[src/hw/rtl/ssdcf_ram.sv]
// Generic single-port synchronous RAM with a registered read.
// Depends on nothing.
`default_nettype none

module ssdcf_ram #(
    parameter int WIDTH = 8,
    parameter int DEPTH = 256
) (
    input  wire logic                     i_clk,
    input  wire logic                     i_we,
    input  wire logic [$clog2(DEPTH)-1:0] i_addr,
    input  wire logic [WIDTH-1:0]         i_wdata,
    output logic      [WIDTH-1:0]         o_rdata
);

    logic [WIDTH-1:0] r_mem [DEPTH];
    logic [WIDTH-1:0] r_rdata;

    // One access a cycle: write, or read with a registered result.
    always_ff @(posedge i_clk) begin
        if (i_we) begin
            r_mem[i_addr] <= i_wdata;
        end
        r_rdata <= r_mem[i_addr];
    end

    assign o_rdata = r_rdata;

endmodule

`default_nettype wire

[config.mk]
export PLATFORM = sky130hd
export DESIGN_NAME = ssdcf_ram
export DESIGN_NICKNAME = d
export VERILOG_FILES = /design/src/hw/rtl/ssdcf_ram.sv
export SDC_FILE = /design/constraint.sdc
export NUM_CORES = 2
export LEC_CHECK = 0
export ABC_AREA = 1
export BUFFER_PORTS_ARGS = -buffer_cell sky130_fd_sc_hd__buf_4
export CORE_ASPECT_RATIO = 0.6
export CORE_MARGIN = 2
export CORE_UTILIZATION = 40
export CTS_CLUSTER_SIZE = 12
export DETAILED_ROUTE_END_ITERATION = 10
export PLACE_DENSITY = 0.62
export SLEW_MARGIN = 10
export SYNTH_ARGS = -nofsm -noshare
export SYNTH_HDL_FRONTEND = slang
export SYNTH_SLANG_ARGS = --single-unit
export TNS_END_PERCENT = 10
[constraint.sdc]
create_clock -name i_clk -period 3.7 [get_ports i_clk]
set_clock_uncertainty 0.15 [all_clocks]
set_input_delay 0.37 -clock i_clk [delete_from_list [all_inputs] [get_ports i_clk]]
set_output_delay 0.37 -clock i_clk [all_outputs]
set_load 0.02 [all_outputs]
# Yosys cells after proc, flatten, opt, wreduce, memory -nomap -nowiden
# Memories as Yosys holds them, arrays and structs flattened. A register that Yosys moved wholly into a read port is not among the register bits.
# Cells that the tools add are included.
[totals]
reg_bits = 0
output_inout_bits = 8
mem_count = 1
ram_bits = 2048
[mem_list]
columns = ["memory", "words", "width", "read_ports", "rd_ports_with_merged_regs", "wr", "line_no", "rtl"]
rows = [
  ["r_mem", 256, 8, 1, 1, 1, "16", "logic [WIDTH-1:0] r_mem [DEPTH];"],
]
[classes]
mux = 2
[ops]
columns = ["op", "count"]
rows = [
  ["2-to-1 mux 1 bit", 2],
]

# Longest topological paths before layout
[depth]
ltp_word = 2
mapped_depth = 15
mapped_depth_nobuf = 13

# Least setup slack after synthesis
# Ideal clock, no wire load.
[synth_path]
path_kind = "input to register"
start = "input port i_addr[1]"
end = "memory r_mem[234][0], enable pin"
arrival_time_ns = 1.840
cell_stages = 10
setup_time_ns = 0.370
setup_slack_ns = 1.340
path_buffers = 4
cell_sequence = "buf_4 -> inv_4 -> nor2_8 -> buf_4 -> buf_4 -> inv_2 -> nor2_1 -> nand2_1 -> clkbuf_1 -> nor2_1"
[synth_lines]
columns = ["item", "line_no", "rtl"]
rows = [
  ["start, declared", "11", "input wire logic [$clog2(DEPTH)-1:0] i_addr,"],
  ["end, declared", "16", ""],
]
# No word-level cell before the write port.

==> flow_metrics.py <==
metrics = {
    "outcome": {
        "status": "finished clean",
    },
    "worst_setup_path": {
        "rrSetupSlack_ps": 1060,
        "start_kind": "input pin",
        "critical_path.endpoint": "o_rdata[1]",
        "timing_worst_setup_path_type": "input pin to register",
        "crit_path_top_delay_cell": "buf_4",
        "cp.depth": 15,
        "arrival_ps": 3370,
        "path_cells": "buf_8, buf_12, buf_4, nand2_1, nand2_1, nand2_1, nand2_1, nand2_1, nand2_1, o21ai_1, nand2_1, nor2_1, nor2_1, nor2_1, nand2_1",
        "reg2reg_from": "r_mem[0][4]",
        "cpPeakStageDelay_ps": 610,
        "reg2reg_to": "o_rdata[4]",
        "cpMostUsedCell": "nand2_1",
        "worstPathRequired_ps": 4320,
        "reg2reg_depth": 12,
        "critPathTopFamily": "simple AND/OR/NAND/NOR gates",
        "end_kind": "register",
        "startpoint": "i_addr[0]",
        "crit_fanout": 63,
        "critical_path_buf_inv_count": 3,
    },
    "power_and_ir_drop": {
        "power_mw": 47.1,
        "vdd_drop_max_uv": 389,
        "power_density_nw_per_um2": 497,
        "p_leak_nw": 37.2,
    },
    "cells_and_area": {
        "nets": 8095,
        "regArea_um2": 61700,
        "fillers": 19200,
        "fin_cells": 11000,
        "final_core_utilization_pct": 45.2,
        "design_area_um2": 94800,
        "drive_gt1_share_pct": 6.00,
        "area_delta_synth_final_pct": 11.7,
        "multi_input_area_um2": 21200,
    },
    "logic_synthesis": {
        "yosysSeqAreaShare_pct": 72.7,
        "synth_top_family_by_area": "simple AND/OR/NAND/NOR gates",
        "ys_top_cells_by_area": "edfxtp_1, nand2_1, nor2_1, nand3_1, buf_2",
        "syn-num-nets": 8039,
        "synth-simple-area-share_pct": 23.8,
        "synth_area_per_cell_um2": 10.6,
        "syn_inst": 8021,
        "yosysUniqueCellTypes": 18,
        "synth_top_area_share_pct": 72.5,
        "ys_ff_latch": 2056,
        "yosysWarnings": 0,
        "synth_top_cell_by_area": "edfxtp_1",
        "synthAdderAreaFrac_pct": 0,
        "syn_area_um2": 84900,
        "synth-compound-area-share_pct": 1.13,
        "synth_xor_area_share_pct": 0,
        "yosys-mux-area-fraction_pct": 0,
    },
    "route": {
        "drt_iter0_drc": 7971,
        "drt_first_pass_iters": 6,
        "ant_nets": 0,
        "drc": 0,
        "post_drt_wl_per_cell_um": 21.9,
        "drt-total-wl_um": 241000,
        "vias": 57500,
        "viasPerCell": 5.23,
    },
    "hold_path": {
        "hold_class": "input pin to register",
    },
    "floorplan": {
        "initial_core_util_pct": 40.4,
        "core.rowCount": 130,
        "pin_count": 26,
        "die-area_um2": 216000,
        "dieHeight_um": 361,
        "fp.dieW_um": 599,
        "coreArea_um2": 210000,
    },
    "global_route": {
        "grt_usage_pct": 22.0,
        "grt_pass1_vias": 53600,
        "grt_pass1_wl_um": 356000,
        "overflow": 0,
        "antenna_found_initial": 9,
        "grt_start_max_net_pins": 110,
    },
    "timing": {
        "worstMarginPinSlew_ps": 1080,
        "finalHoldViolCount": 0,
        "fin_crit_ps": 2740,
        "fmax_ghz": 0.365,
        "setup_viol": 0,
        "grt_setup_unrepaired": "false",
        "setup_tns_ps": 0,
        "maxSlewHeadroom_pct": 27.8,
        "whs_ps": 72.0,
        "period_share_pct": 74.1,
        "fin_ws_ps": 957,
        "maxSlewViolCount": 0,
    },
    "clocking": {
        "clock_latency_ps": 830,
        "cts_tree": "built",
        "cts_buffer_depth": 4,
        "clk_pin_slew_ps": 60,
        "cts-buffers-inserted": 199,
        "cts-root-buf": "clkbuf_16",
        "cts_num_sinks": 2056,
        "cts_htree_levels": 4,
        "post_cts_buffers": 0,
    },
    "placement": {
        "globalplace.congestion": 0.871,
        "dpl.cell_count": 10700,
        "place_area_um2": 89300,
        "post-place-ws_ps": 248,
        "dp_hpwl_um": 143000,
        "io_buffers": 25,
    },
    "job": {
        "cap_violations": 0,
    },
}
[layout by cell type (no fill, tap or decap), types with 2 or more instances in the layout]
master,n
nand2_2,2
edfxtp_1,2048
nand2_1,4768
inv_4,2
nand3_1,188
buf_4,203
dfxtp_1,8
dlygate4sd3_1,7
clkinv_1,5
inv_1,29
clkbuf_16,205
a21oi_1,32
buf_8,10
o21ai_0,41
inv_6,3
nor2_4,5
o21ai_1,119
clkbuf_1,55
nor2_1,356
buf_12,52
[power by group]
group          leakage, nW  switching [mW]  total (mW)  internal [mW]
registers             18.5          0.0385        25.7           25.7
clock network         2.63            8.40        18.4           10.0
logic                 16.1            2.29        2.97          0.682
[worst min path at each step]
stage,from,to,slack (ps),depth (start not counted)
final,i_wdata[2],r_mem[125][2],70,2
after global routing,i_wdata[2],r_mem[125][2],70,2
after CTS,i_wdata[2],r_mem[126][2],60,2
after detailed placement,o_rdata[0],o_rdata[0],660,1
after global placement,o_rdata[0],o_rdata[0],660,1
after floorplan,i_wdata[0],r_mem[0][0],320,0
[final cells by class]
cell class,count,share of cell area (%)
tap,2838,3.75
inverter,35,0.174
clock inverter,8,0.0699
sequential,2056,65.0
clock buffer,261,5.64
antenna,1,0.00264
multi-input combinational,5513,22.4
timing repair buffer,272,2.94
[kinds of logic after synthesis]
| kind of cell | after synthesis |
|---|---|
| AND/OR/NAND/NOR | 5321 |
| flip-flops | 2056 |
| buffers and inverters | 452 |
| AO/OA/AOI/OAI | 192 |
[synth_stat cells]
master / n
nand2_1: 4770
edfxtp_1: 2048
nor2_1: 361
nand3_1: 188
buf_2: 182
clkbuf_1: 170
o21ai_1: 119
buf_1: 52
o21ai_0: 41
a21oi_1: 32
inv_1: 31
dfxtp_1: 8
buf_6: 7
buf_4: 6
inv_2: 2
inv_4: 2
nand2_4: 1
nor2_8: 1
[repair_timing]
action / in CTS / in global routing
hold buffers: 7 / 0
hold endpoints to repair: 268 / 0
gates resized for setup: 0 / 0
[state kept, by name (all words and copies together), names as in the netlist]
| register | count |
|---|---|
| o_rdata | 8 |
| r_mem | 2048 |
[metal layers]
layer	wire, µm	share of wire (%)	up-vias	track usage, %
met4	4800	2.0	0	4.45
met2	95400	40	2838	29.5
met1	111000	46	27900	34.8
li1	-	-	26400	-
met3	30000	12	324	6.34
met5	0	0	-	0
(Power assumes the default switching activity.)
