===== src/hw/rtl/ssdcf_pkg.sv =====
// Shared types, constants and codes for the shadow store with dirty chunk flush.
// Depends on nothing; the other design files except ssdcf_ram refer to it by scoped names.
`default_nettype none

package ssdcf_pkg;

    // Field widths of the request and result items.
    localparam int OP_W        = 3;
    localparam int ADDR_W      = 16;
    localparam int DATA_W      = 8;
    localparam int CHUNK_OUT_W = 8;
    localparam int WIN_W       = 16;
    localparam int MS_W        = 32;

    // Store geometry.
    localparam int STORE_BYTES = 16384;
    localparam int CHUNK_BYTES = 64;
    localparam int CHUNK_COUNT = 256;

    localparam int MEM_AW       = $clog2(STORE_BYTES);
    localparam int CHUNK_SHIFT  = $clog2(CHUNK_BYTES);
    localparam int ADDR_CHUNK_W = ADDR_W - CHUNK_SHIFT;

    // Dirty bits are kept in rows of sixteen with one summary bit per row.
    localparam int ROW_BITS = 16;
    localparam int ROW_W    = $clog2(ROW_BITS);
    localparam int GROUPS   = (CHUNK_COUNT + ROW_BITS - 1) / ROW_BITS;
    localparam int GRP_W    = (GROUPS > 1) ? $clog2(GROUPS) : 1;
    localparam int CHUNK_W  = GRP_W + ROW_W;

    // Configuration registers.
    localparam int                CFG_IDX_W      = 1;
    localparam logic [CFG_IDX_W-1:0] CFG_BACKEND = 1'b0;
    localparam logic [CFG_IDX_W-1:0] CFG_WINDOW  = 1'b1;
    localparam logic [WIN_W-1:0]  WINDOW_RESET   = 16'd2000;

    // Request operation codes.
    localparam logic [OP_W-1:0] OP_READ  = 3'd0;
    localparam logic [OP_W-1:0] OP_WRITE = 3'd1;
    localparam logic [OP_W-1:0] OP_FLUSH = 3'd2;
    localparam logic [OP_W-1:0] OP_ERASE = 3'd3;
    localparam logic [OP_W-1:0] OP_TICK  = 3'd4;

    // Control state of the top level.
    typedef enum logic [1:0] {
        S_CLEAR,
        S_IDLE,
        S_READ,
        S_FLUSH
    } t_state;

    // Commands to the dirty tracker.
    typedef struct packed {
        logic               mark;
        logic [CHUNK_W-1:0] mark_chunk;
        logic               clr_all;
        logic               pick;
        logic               drop;
    } t_dirty_cmd;

    // Outcome of a pick, valid in the cycle after it.
    typedef struct packed {
        logic               any;
        logic [CHUNK_W-1:0] chunk;
    } t_dirty_sts;

endpackage

`default_nettype wire


===== src/hw/rtl/ssdcf_dirty.sv =====
// Dirty chunk tracker: one bit per chunk in rows of sixteen with a row summary,
// and a search for the lowest dirty chunk that registers the chosen row. Depends on ssdcf_pkg.
`default_nettype none

module ssdcf_dirty (
    input  wire logic                  i_clk,
    input  wire logic                  i_rst_n,
    input  wire ssdcf_pkg::t_dirty_cmd i_cmd,
    output ssdcf_pkg::t_dirty_sts      o_sts
);

    logic [ssdcf_pkg::GROUPS-1:0][ssdcf_pkg::ROW_BITS-1:0] r_bits;
    logic [ssdcf_pkg::GROUPS-1:0]                          r_sum;
    logic [ssdcf_pkg::GRP_W-1:0]                           r_grp;
    logic                                                  r_any;

    logic [ssdcf_pkg::GRP_W-1:0]    w_first_grp;
    logic [ssdcf_pkg::ROW_BITS-1:0] w_row;
    logic [ssdcf_pkg::ROW_W-1:0]    w_bit;
    logic [ssdcf_pkg::ROW_BITS-1:0] w_onehot;
    logic [ssdcf_pkg::ROW_BITS-1:0] w_row_left;
    logic [ssdcf_pkg::GRP_W-1:0]    w_mark_grp;
    logic [ssdcf_pkg::ROW_W-1:0]    w_mark_bit;

    // First stage of the search: lowest row whose summary bit is set.
    always_comb begin
        w_first_grp = '0;
        for (int g = ssdcf_pkg::GROUPS - 1; g >= 0; g--) begin
            if (r_sum[g]) begin
                w_first_grp = ssdcf_pkg::GRP_W'(g);
            end
        end
    end

    // Second stage: lowest set bit inside the chosen row.
    assign w_row = r_bits[r_grp];

    always_comb begin
        w_bit = '0;
        for (int b = ssdcf_pkg::ROW_BITS - 1; b >= 0; b--) begin
            if (w_row[b]) begin
                w_bit = ssdcf_pkg::ROW_W'(b);
            end
        end
    end

    assign w_onehot   = ssdcf_pkg::ROW_BITS'(1) << w_bit;
    assign w_row_left = w_row & ~w_onehot;
    assign w_mark_grp = i_cmd.mark_chunk[ssdcf_pkg::CHUNK_W-1:ssdcf_pkg::ROW_W];
    assign w_mark_bit = i_cmd.mark_chunk[ssdcf_pkg::ROW_W-1:0];

    assign o_sts.any   = r_any;
    assign o_sts.chunk = {r_grp, w_bit};

    // Dirty bits and row summaries.
    always_ff @(posedge i_clk) begin
        if (!i_rst_n) begin
            r_bits <= '0;
            r_sum  <= '0;
        end else if (i_cmd.clr_all) begin
            r_bits <= '0;
            r_sum  <= '0;
        end else if (i_cmd.mark) begin
            r_bits[w_mark_grp][w_mark_bit] <= 1'b1;
            r_sum[w_mark_grp]              <= 1'b1;
        end else if (i_cmd.drop) begin
            r_bits[r_grp] <= w_row_left;
            r_sum[r_grp]  <= |w_row_left;
        end
    end

    // Row chosen by a pick, held for the second stage.
    always_ff @(posedge i_clk) begin
        if (i_cmd.pick) begin
            r_grp <= w_first_grp;
            r_any <= |r_sum;
        end
    end

`ifndef SYNTHESIS
    // An erase leaves no row marked.
    a_clear_all: assert property (@(posedge i_clk) disable iff (!i_rst_n)
        i_cmd.clr_all |=> (r_sum == '0))
        else $error("dirty rows remain after a clear");

    // A marked chunk leaves at least one row marked.
    a_mark_sum: assert property (@(posedge i_clk) disable iff (!i_rst_n)
        (i_cmd.mark && !i_cmd.clr_all) |=> (r_sum != '0))
        else $error("mark did not set a row summary");

    // A row found by a pick really holds a dirty chunk.
    a_pick_row: assert property (@(posedge i_clk) disable iff (!i_rst_n)
        ($past(i_cmd.pick) && r_any) |-> (w_row != '0))
        else $error("picked row has no dirty chunk");
`endif

endmodule

`default_nettype wire


===== config.mk =====
export PLATFORM = sky130hd
export DESIGN_NAME = ssdcf_dirty
export DESIGN_NICKNAME = d
export VERILOG_FILES = /design/src/hw/rtl/ssdcf_pkg.sv /design/src/hw/rtl/ssdcf_dirty.sv
export SDC_FILE = /design/constraint.sdc
export NUM_CORES = 1
export LEC_CHECK = 0
export ABC_AREA = 1
export BUFFER_PORTS_ARGS = -buffer_cell sky130_fd_sc_hd__buf_2
export CAP_MARGIN = 20
export CORE_MARGIN = 5
export CORE_UTILIZATION = 50
export CTS_CLUSTER_DIAMETER = 40
export CTS_CLUSTER_SIZE = 25
export DETAILED_ROUTE_END_ITERATION = 7
export GPL_ROUTABILITY_DRIVEN = 0
export PLACE_DENSITY = 0.77
export SLEW_MARGIN = 20
export SYNTH_ARGS = -nofsm -noshare
export SYNTH_HDL_FRONTEND = slang
export SYNTH_SLANG_ARGS = --single-unit

===== constraint.sdc =====
create_clock -name i_clk -period 3.57 [get_ports i_clk]
set_clock_uncertainty 0.2 [all_clocks]
set_input_delay 0.1785 -clock i_clk [delete_from_list [all_inputs] [get_ports i_clk]]
set_output_delay 0.1785 -clock i_clk [all_outputs]
set_load 0.01 [all_outputs]

; ---- Yosys cells after proc, flatten, opt, wreduce, memory -nomap -nowiden
; Cells that the tools add are included.
[classes]
n_addsub = 0
n_mul = 0
div = 0
magnitude_cmp = 6
eq_ne = 0
shift = 1
mux = 49
n_bitwise = 5
n_reduce_logical = 10
[op_table]
columns = op, n
row1 = $mux 256, 2
row2 = $bwmux 256, 1
row3 = $or 256x256->256, 1
row4 = $demux 16 s4, 2
row5 = $mux 4, 24
row6 = $mux 16, 5
row7 = $bmux 16 s4, 1
row8 = $reduce_or 16->1, 2
row9 = $and 16x16->16, 1
row10 = $bwmux 16, 1
row11 = $not 16->16, 1
row12 = $or 16x16->16, 1
row13 = $shl 1x4->16 const A, 1
row14 = $lt 4x5->1 const B, 3
row15 = $demux 1 s4, 3
row16 = $ge 4x1->1 const B, 3
row17 = $mux 3, 4
row18 = $reduce_or 8->1, 1
row19 = $mux 1, 4
row20 = $mux 2, 2
row21 = $reduce_or 2->1, 2
row22 = $reduce_or 4->1, 1
row23 = $logic_and 1x1->1, 3
row24 = $reduce_bool 2->1, 1
row25 = $not 1->1, 1
[totals]
reg_bits = 277
latch_bits = 0
ramBits = 0
mem_bits_ro = 0
input_bits = 14
out_inout_bits = 9
wordCells = 93
mem_count = 0

; ---- Depth between registers and ports, before layout
; Gate-level depths: netlist of the first run.
[logic_depth]
ltp_word = 25
ltp_mapped = 33
depth_no_buf = 31

; ---- Worst setup path after synthesis of the first run
; No wires, ideal clock.
[synth_timing]
kind = register to register
startpoint = register r_grp[0] in the netlist's numbering
endpoint = register r_sum[9] in the netlist's numbering
setup_time_ps = 129
arrival_ps = 3174
required_ps = 3241
path_slack_ps = 68
stages_incl_launch_ff = 21
n_path_buf = 4
period_less_slack_ps = 3502
path_cell_list = edfxtp_1 > buf_4 > nand2_4 > inv_2 > buf_6 > buf_4 > a22oi_1 > nand2_1 > nand2_1 > nand4_2 > nor4_2 > nand2_1 > nor2_4 > inv_1 > o21bai_2 > nand2_1 > nor2_1 > nand2_1 > nor2_4 > buf_4 > a21oi_1
[synth_rtl]
columns = element, line_no
row1 = start: declaration, ssdcf_dirty.sv:14  ; logic [ssdcf_pkg::GRP_W-1:0] r_grp;
row2 = start signal: assignment, ssdcf_dirty.sv:75  ; r_grp <= w_first_grp;
row3 = end signal: indexed assignment, ssdcf_dirty.sv:68  ; r_sum[r_grp] <= |w_row_left;
row4 = end: declaration, ssdcf_dirty.sv:13  ; logic [ssdcf_pkg::GROUPS-1:0] r_sum;

; ---- Worst setup path in the final report of the first run
[layout_timing]
startpoint = register r_grp[0] in the netlist's numbering
endpoint = register r_sum[5] in the netlist's numbering
[layout_between]
elab_chain_cells = 25
word_cells_on_any_way = 30
classes_between = order compare (2) / shift (1) / mux (23) / bitwise (2) / reduce/logical (2)
[layout_rtl]
columns = element, line_no
row1 = $bmux 16 s4, ssdcf_dirty.sv:36  ; assign w_row = r_bits[r_grp];
row2 = $mux 16 (not written as such), ssdcf_dirty.sv:36
row3 = $mux 4 (16 in a row), ssdcf_dirty.sv:41  ; if (w_row[b]) begin
row4 = $shl 1x4->16, ssdcf_dirty.sv:47  ; assign w_onehot = ssdcf_pkg::ROW_BITS'(1) << w_bit;
row5 = $not 16->16, ssdcf_dirty.sv:48  ; assign w_row_left = w_row & ~w_onehot;
row6 = $and 16x16->16, ssdcf_dirty.sv:48
row7 = $reduce_or 16->1, ssdcf_dirty.sv:68
row8 = $bwmux 16 *, ssdcf_dirty.sv:68
row9 = $mux 16 *, ssdcf_dirty.sv:66  ; end else if (i_cmd.drop) begin
row10 = $mux 16 *, ssdcf_dirty.sv:63  ; end else if (i_cmd.mark) begin
; Every way passes the cells marked *; elsewhere a longest branch is shown, timed or not. The select of a mux whose other input is x is not followed.
; A chain may end at the register's enable or synchronous reset.

==> flow_summary.ini, run 1 <==
[worst_setup_path]
required_ns = 3.74
cp_slowest_stage_delay_ns = 0.46
crit_path_end_kind = register
worst_r2r_path_depth = 29
startpoint_type = register
r2r-end = r_sum[5]$_SDFFE_PP0P_
worstPathMaxFanout = 16
reg2reg_setup_slack_ns = -0.30
worstPathArrival_ns = 4.05
r2r_start = r_grp[0]$_SDFFCE_PP0P_
crit_top_cell = nand2_1
cp_slowest_cell = edfxtp_1
crit_type = reg -> reg

[logic_synthesis]
netlist_instances = 1846
avgSynthCellArea_sq_um = 7.34
seq_area_frac_synth = 0.413
syn_nets = 1860
synth_top_family_by_area = compound AO/OA/AOI/OAI gates
synth_compound_area_frac = 0.266
synthSimpleGateAreaFrac = 0.240
synthAdderAreaFrac = 0
yosys_warnings = 0
synthMuxAreaShare = 0
syn-cell-area_sq_um = 13600
synth.distinct_cells = 40
ys_seq_elements = 277
synth_xor_xnor_area_share = 0

[routing]
routedWlPerCell_um = 23.3
final_antenna_net_count = 0
vias = 15400
drtIter0Drc = 2711
drc = 0
finalWirelength_um = 53500
first_pass_iters = 8
avgViaCountPerCell = 6.72

[die]
die-area_sq_um = 30500
start_util = 0.506
io_pins = 23
die_x_um = 175
die_y_um = 175
num_rows = 60
core_sq_um = 26800

[cells_and_area]
multi_input_area_sq_um = 7470
drive_above_1_share = 0.201
mostFrequentLayoutCell = nand2_1
fin_nets = 1940
fill_cells = 2154
fin_util = 0.636
layout.area.seq_sq_um = 5600
final_cells = 2294
area_growth_pct = 25.8
most-common-layout-cells = nand2_1, nor2_1, dfxtp_1, a221oi_1, buf_4
antenna_cells = 0

[power_and_ir_drop]
p_leak_nw = 6.46
switching_share = 0.267
p_sw_mw = 2.17
max-vdd-ir-drop_uv = 351
pwr-share-clk = 0.484
power_frac_seq = 0.388
p_per_area_nw_per_um2 = 477
internal_power_mw = 5.95
comb_power_share = 0.129

[sta]
tns_ns = -7.08
hold_viol = 0
fin_crit_sh = 1.08
slew_violations = 0
relSlewSlack = 0.247
setup_viol = 55
rsz0062_at_grt = yes
worst_pin_slew_ns = 1.13
post-route-worst-setup-slack_ns = -0.303
final_period_minus_worst_setup_slack_ns = 3.87
fmaxAchievable_mhz = 258

[global_routing]
antenna_found_initial = 0
grt_pass1_wl_um = 77100
first_global_vias = 14000
grt_max_degree = 107
gr-total-overflow = 0
grt_usage = 0.315

[hold_path]
min_to = r_bits[112]$_SDFFE_PP0P_
holdPathStages = 4
min-delay-start = i_cmd[0]
hold_class = in -> reg

[cts]
cts_buffers = 40
tritoncts = built
clock_latency_ns = 0.52
path_clk_slew_ns = 0.06
cts_buffer_depth = 3
cts.sinks = 277
cts_root_buf = clkbuf_16
htree_levels = 2

[status]
failed_checks = negative setup slack
status = complete, but fails checks

[placed_design]
dp_hpwl_um = 30000
placed_cells = 2181
post-place-ws_ns = -0.276
io_buffers = 22

[run]
drv_cap = 0
==> flip-flops by register name, indices dropped and copies added, names as in the netlist <==
| register | cells |
|---|---|
| r_bits | 256 |
| r_sum | 16 |
| r_grp | 4 |
| r_any | 1 |
==> layer usage <==
layer | GRT usage | part of all wire
met1 | 0.413 | 0.36
met2 | 0.486 | 0.43
met3 | 0.0666 | 0.14
met4 | 0.176 | 0.079
met5 | 0 | 0
==> cell usage after synthesis <==
library cell	n	area, sq um
a211oi_1	11	82.6
a21boi_2	1	11.3
a21oi_1	83	415
a221oi_1	183	1600
a22o_1	3	26.3
a22oi_1	68	510
a311oi_1	8	70.1
a32oi_1	1	8.76
buf_2	39	195
buf_4	7	52.6
buf_6	5	56.3
clkbuf_1	102	383
clkinv_1	3	11.3
dfxtp_1	272	5450
edfxtp_1	5	150
inv_1	99	372
inv_2	8	30.0
nand2_1	446	1670
nand2_2	3	18.8
nand2_4	1	11.3
nand3_1	7	35.0
nand4_1	26	163
nand4_2	2	25.0
nor2_1	309	1160
nor2_2	1	6.26
nor2_4	3	33.8
nor3_1	17	85.1
nor3_2	1	10.0
nor4_1	2	12.5
nor4_2	1	12.5
o211ai_1	6	45.0
o21ai_0	27	135
o21ai_1	1	5.00
o21ai_2	5	43.8
o21bai_1	2	15.0
o21bai_2	2	22.5
o22ai_1	25	156
o311ai_0	1	8.76
o31ai_1	59	443
or2_2	1	6.26
==> power by group through the flow <==
| stage | sequential (mW) | combinational [mW] | clock [mW] |
|---|---|---|---|
| 6_report | 3.15 | 1.04 | 3.93 |
| 5_1_grt | 3.15 | 1.08 | 4.07 |
| 4_1_cts | 3.15 | 0.840 | 3.93 |
| 3_5_place_dp | 3.21 | 0.803 | 0 |
| 3_3_place_gp | 3.21 | 0.797 | 0 |
| 2_1_floorplan | 3.21 | 0.469 | 0 |
==> worst max-delay path by stage <==
stage                     slack (ns)                endpoint  cells after the start                   start
after floorplan                 0.07   r_sum[9]$_SDFFE_PP0P_                     20  r_grp[0]$_SDFFCE_PP0P_
after global placement         -0.22  r_sum[15]$_SDFFE_PP0P_                     20  r_grp[0]$_SDFFCE_PP0P_
after detailed placement       -0.28   r_sum[1]$_SDFFE_PP0P_                     20  r_grp[0]$_SDFFCE_PP0P_
after CTS                      -0.02                o_sts[0]                     28  r_grp[0]$_SDFFCE_PP0P_
after global routing           -0.48   r_sum[5]$_SDFFE_PP0P_                     27  r_grp[0]$_SDFFCE_PP0P_
final                          -0.30   r_sum[5]$_SDFFE_PP0P_                     29  r_grp[0]$_SDFFCE_PP0P_
==> cells by family (layout without fill, tap and decap cells) <==
| kind of cell | count (synthesis) | in the layout |
|---|---|---|
| AND/OR/NAND/NOR | 820 | 821 |
| AO/OA/AOI/OAI | 486 | 486 |
| flip-flops | 277 | 277 |
| buffers and inverters | 263 | 369 |
==> critical path, delay by kind of cell, from the launching register on <==
family                 cells  cell delay [ns]
flip-flops                 1             0.46
buffers and inverters      7             0.99
AND/OR/NAND/NOR           20             1.86
AO/OA/AOI/OAI              2             0.21
==> what timing repair did <==
action / in CTS / in global routing
pin swaps: 5 / 18
hold buffers: 7 / 0
gates resized for setup: 17 / 154
buffers inserted: 6 / 25
cloned: 1 / 7
hold endpoints to repair: 9 / 0
endpoints found under the setup margin: 193 / 258
==> stage by stage <==
stage / instance area (sq um) / total power, mW / hold WS, ns
after global routing: 17000 / 8.30 / 0.0770
final: 17000 / 8.12 / 0.0471
after global placement: 14500 / 4.01 / 0.251
after CTS: 16000 / 7.92 / 0.0370
after floorplan: 13600 / 3.68 / 0.0910
after detailed placement: 14500 / 4.02 / 0.256
==> layout make-up <==
class                   count  share of cell area
clock buffers              51              0.0671
multi-input cells        1307               0.438
repair buffers            185              0.0998
well taps                 341              0.0250
flip-flops and latches    277               0.328
clock inverters            18              0.0113
inverters                 110              0.0275
repair inverters            5             0.00286
Note: power is estimated with default switching activity, not from simulation.
==> run 2: changes to the inputs <==
--- a/config.mk
+++ b/config.mk
@@ -5,9 +5,7 @@
 export SDC_FILE = /design/constraint.sdc
 export NUM_CORES = 1
 export LEC_CHECK = 0
-export ABC_AREA = 1
 export BUFFER_PORTS_ARGS = -buffer_cell sky130_fd_sc_hd__buf_2
-export CAP_MARGIN = 20
 export CORE_MARGIN = 5
 export CORE_UTILIZATION = 50
 export CTS_CLUSTER_DIAMETER = 40
@@ -15,7 +13,6 @@
 export DETAILED_ROUTE_END_ITERATION = 7
 export GPL_ROUTABILITY_DRIVEN = 0
 export PLACE_DENSITY = 0.77
-export SLEW_MARGIN = 20
 export SYNTH_ARGS = -nofsm -noshare
 export SYNTH_HDL_FRONTEND = slang
 export SYNTH_SLANG_ARGS = --single-unit
==> run 2 against run 1 <==
- the run still ends with negative setup slack left
- cell area down 4.2%
- final cell count decreased by 18%
- highest routed layer unchanged
- critical path depth is 15 lower
- global-route usage increased by 0.057 points
- critical endpoint is now r_sum[9]$_SDFFE_PP0P_
- setup slack got worse by 0.55 ns
- utilization decreased by 1.1 points
==> flow_summary.ini, run 2 <==
[status]
status = complete, but fails checks
failed_checks = negative setup slack

[cells_and_area]
fin_area_sq_um = 16300
mostFrequentLayoutCell = a211oi_1
largest_reg_flops = 256
reg.largest.list = r_bits x256, r_sum x16, r_grp x4
fin_nets = 1542
most-common-layout-cells = a211oi_1, dfxtp_1, nor2_1, nor3_1, buf_4
final_cells = 1885
antenna_cells = 0
area_growth_pct = 22.7
largest_register = r_bits
drive_above_1_share = 0.264
fin_util = 0.625

[logic_synthesis]
netlist.area_leader.share = 0.409
yosys.area.top_type = dfxtp_1
synth-main-ff-cell = dfxtp_1
netlist_top_cells_area = dfxtp_1, a211oi_1, mux4_2
yosysMostFrequentCell = a211oi_1
seq_area_frac_synth = 0.421
synthTopCellsByCount = a211oi_1, dfxtp_1, nor2_1, nor3_1, clkbuf_1
syn_nets = 1456
synth_edf_count = 5
yosys_warnings = 0
synth-async-reset-ratio = 0
ys_seq_elements = 277
netlist_instances = 1442
syn-cell-area_sq_um = 13300
avgSynthCellArea_sq_um = 9.23
synth.distinct_cells = 59

[placed_design]
placed_cells = 1810
io_buffers = 22
dpl_cell_area_sq_um = 14800
dp_hpwl_um = 30600

[sta]
timing.hold.ws_ns = 0.0565
relSlewSlack = 0.135
hold_viol = 0
worst_pin_slew_ns = 1.29
post-route-worst-setup-slack_ns = -0.855
tns_ns = -75.49
fmaxAchievable_mhz = 226
slew_violations = 0
setup_viol = 244
rsz0062_at_grt = yes
final_period_minus_worst_setup_slack_ns = 4.43
fin_crit_sh = 1.24

[hold_path]
hold_class = in -> reg

[worst_setup_path]
worstPathArrival_ns = 4.61
required_ns = 3.76
crit_path_end_kind = register
startpoint_type = register
worstPathMaxFanout = 8
crit_type = reg -> reg

[global_routing]
grt_pass1_wl_um = 75900
grt_max_degree = 100
first_global_vias = 13400
gr-total-overflow = 0
grt_usage = 0.316
antenna_found_initial = 0

[die]
start_util = 0.509
die_y_um = 173
core_sq_um = 26100
io_pins = 23
die_x_um = 173
num_rows = 59
die-area_sq_um = 30000

[routing]
avgViaCountPerCell = 7.27
final_antenna_net_count = 0
finalWirelength_um = 49900
drc = 0
first_pass_iters = 7
drtIter0Drc = 2493
vias = 13700
routedWlPerCell_um = 26.5

[cts]
cts_buffers = 35
cts_buffer_depth = 3
tritoncts = built
path_clk_slew_ns = 0.06
clock_latency_ns = 0.52
cts_root_buf = clkbuf_16
cts.sinks = 277
htree_levels = 2

[power_and_ir_drop]
p_leak_nw = 6.03
p_per_area_nw_per_um2 = 450
max-vdd-ir-drop_uv = 286

[run]
drv_cap = 0
==> run 2: changes by cell type after synthesis, moves of 62 or more <==
cell and change:
nand2_1 -403, a211oi_1 +310, a221oi_1 -180, nor3_1 +171
nor2_1 -94, inv_1 -91, mux4_2 +64, a21oi_1 -62
==> run 2: final timing paths <==
kind,from,cells past startpoint,end,slack [ns]
worst min register to register,r_bits[176]$_SDFFE_PP0P_,2,r_bits[176]$_SDFFE_PP0P_,0.32
worst min-delay path,i_cmd[2],4,r_sum[6]$_SDFFE_PP0P_,0.06
worst max register to register,r_grp[0]$_SDFFCE_PP0P_,14,r_sum[9]$_SDFFE_PP0P_,-0.86
worst max-delay path,r_grp[0]$_SDFFCE_PP0P_,14,r_sum[9]$_SDFFE_PP0P_,-0.86
==> run 2: critical path, cell delays in order (launching register included) <==
cell	delay, ns
edfxtp_1	0.48
buf_12	0.20
buf_12	0.14
mux4_2	0.50
a22oi_2	0.24
nand2_1	0.20
nor4_4	0.42
inv_1	0.13
or3b_4	0.42
o31a_1	0.27
or4_4	0.55
nor4_4	0.16
buf_6	0.17
buf_12	0.12
a31oi_1	0.10
==> run 2: kinds of logic (layout without fill, tap and decap cells) <==
group | after synthesis | count (layout) | share of synthesized area
DFF | 277 | 277 | 0.421
AOI/OAI and AO/OA | 441 | 441 | 0.247
muxes | 64 | 64 | 0.108
buffers and inverters | 162 | 270 | 0.0514
and+or+nand+nor | 498 | 498 | 0.173
==> run 2: timing repair <==
item / CTS / global route
hold buffers: 1 / 0
setup buffers: 5 / 8
hold endpoints to repair: 5 / 0
resized for setup: 38 / 30
setup endpoints to repair: 244 / 244
cloned: 2 / 1
pin swaps: 2 / 25
==> run 2: metrics by stage <==
step           power, mW  setup WS [ns]
2_1_floorplan       3.58         -0.805
3_3_place_gp        3.82         -0.734
3_5_place_dp        3.83         -0.841
4_1_cts             7.30         -0.750
5_1_grt             7.53         -0.973
6_report            7.35         -0.855
==> run 2: layout make-up <==
class	count	area [sq um]
clock inverter	20	200
inverter	8	30.0
multi-input combinational	1003	7370
tap	335	419
timing repair buffer	203	1770
clock buffer	39	931
fill	1986	9810
sequential	277	5600
==> run 2: where the power goes <==
group | internal, mW | total, mW | switching, mW
Clock | 2.05 | 3.51 | 1.46
Combinational | 0.272 | 0.693 | 0.421
Sequential | 3.13 | 3.15 | 0.0219
==> run 2: routing by layer <==
metal / GRT usage / up-vias / share of wire
met3: 0.0821 / 305 / 0.13
met1: 0.401 / 6444 / 0.36
met2: 0.495 / 1227 / 0.45
li1: - / 5725 / -
met4: 0.169 / 0 / 0.061
met5: 0 / - / 0
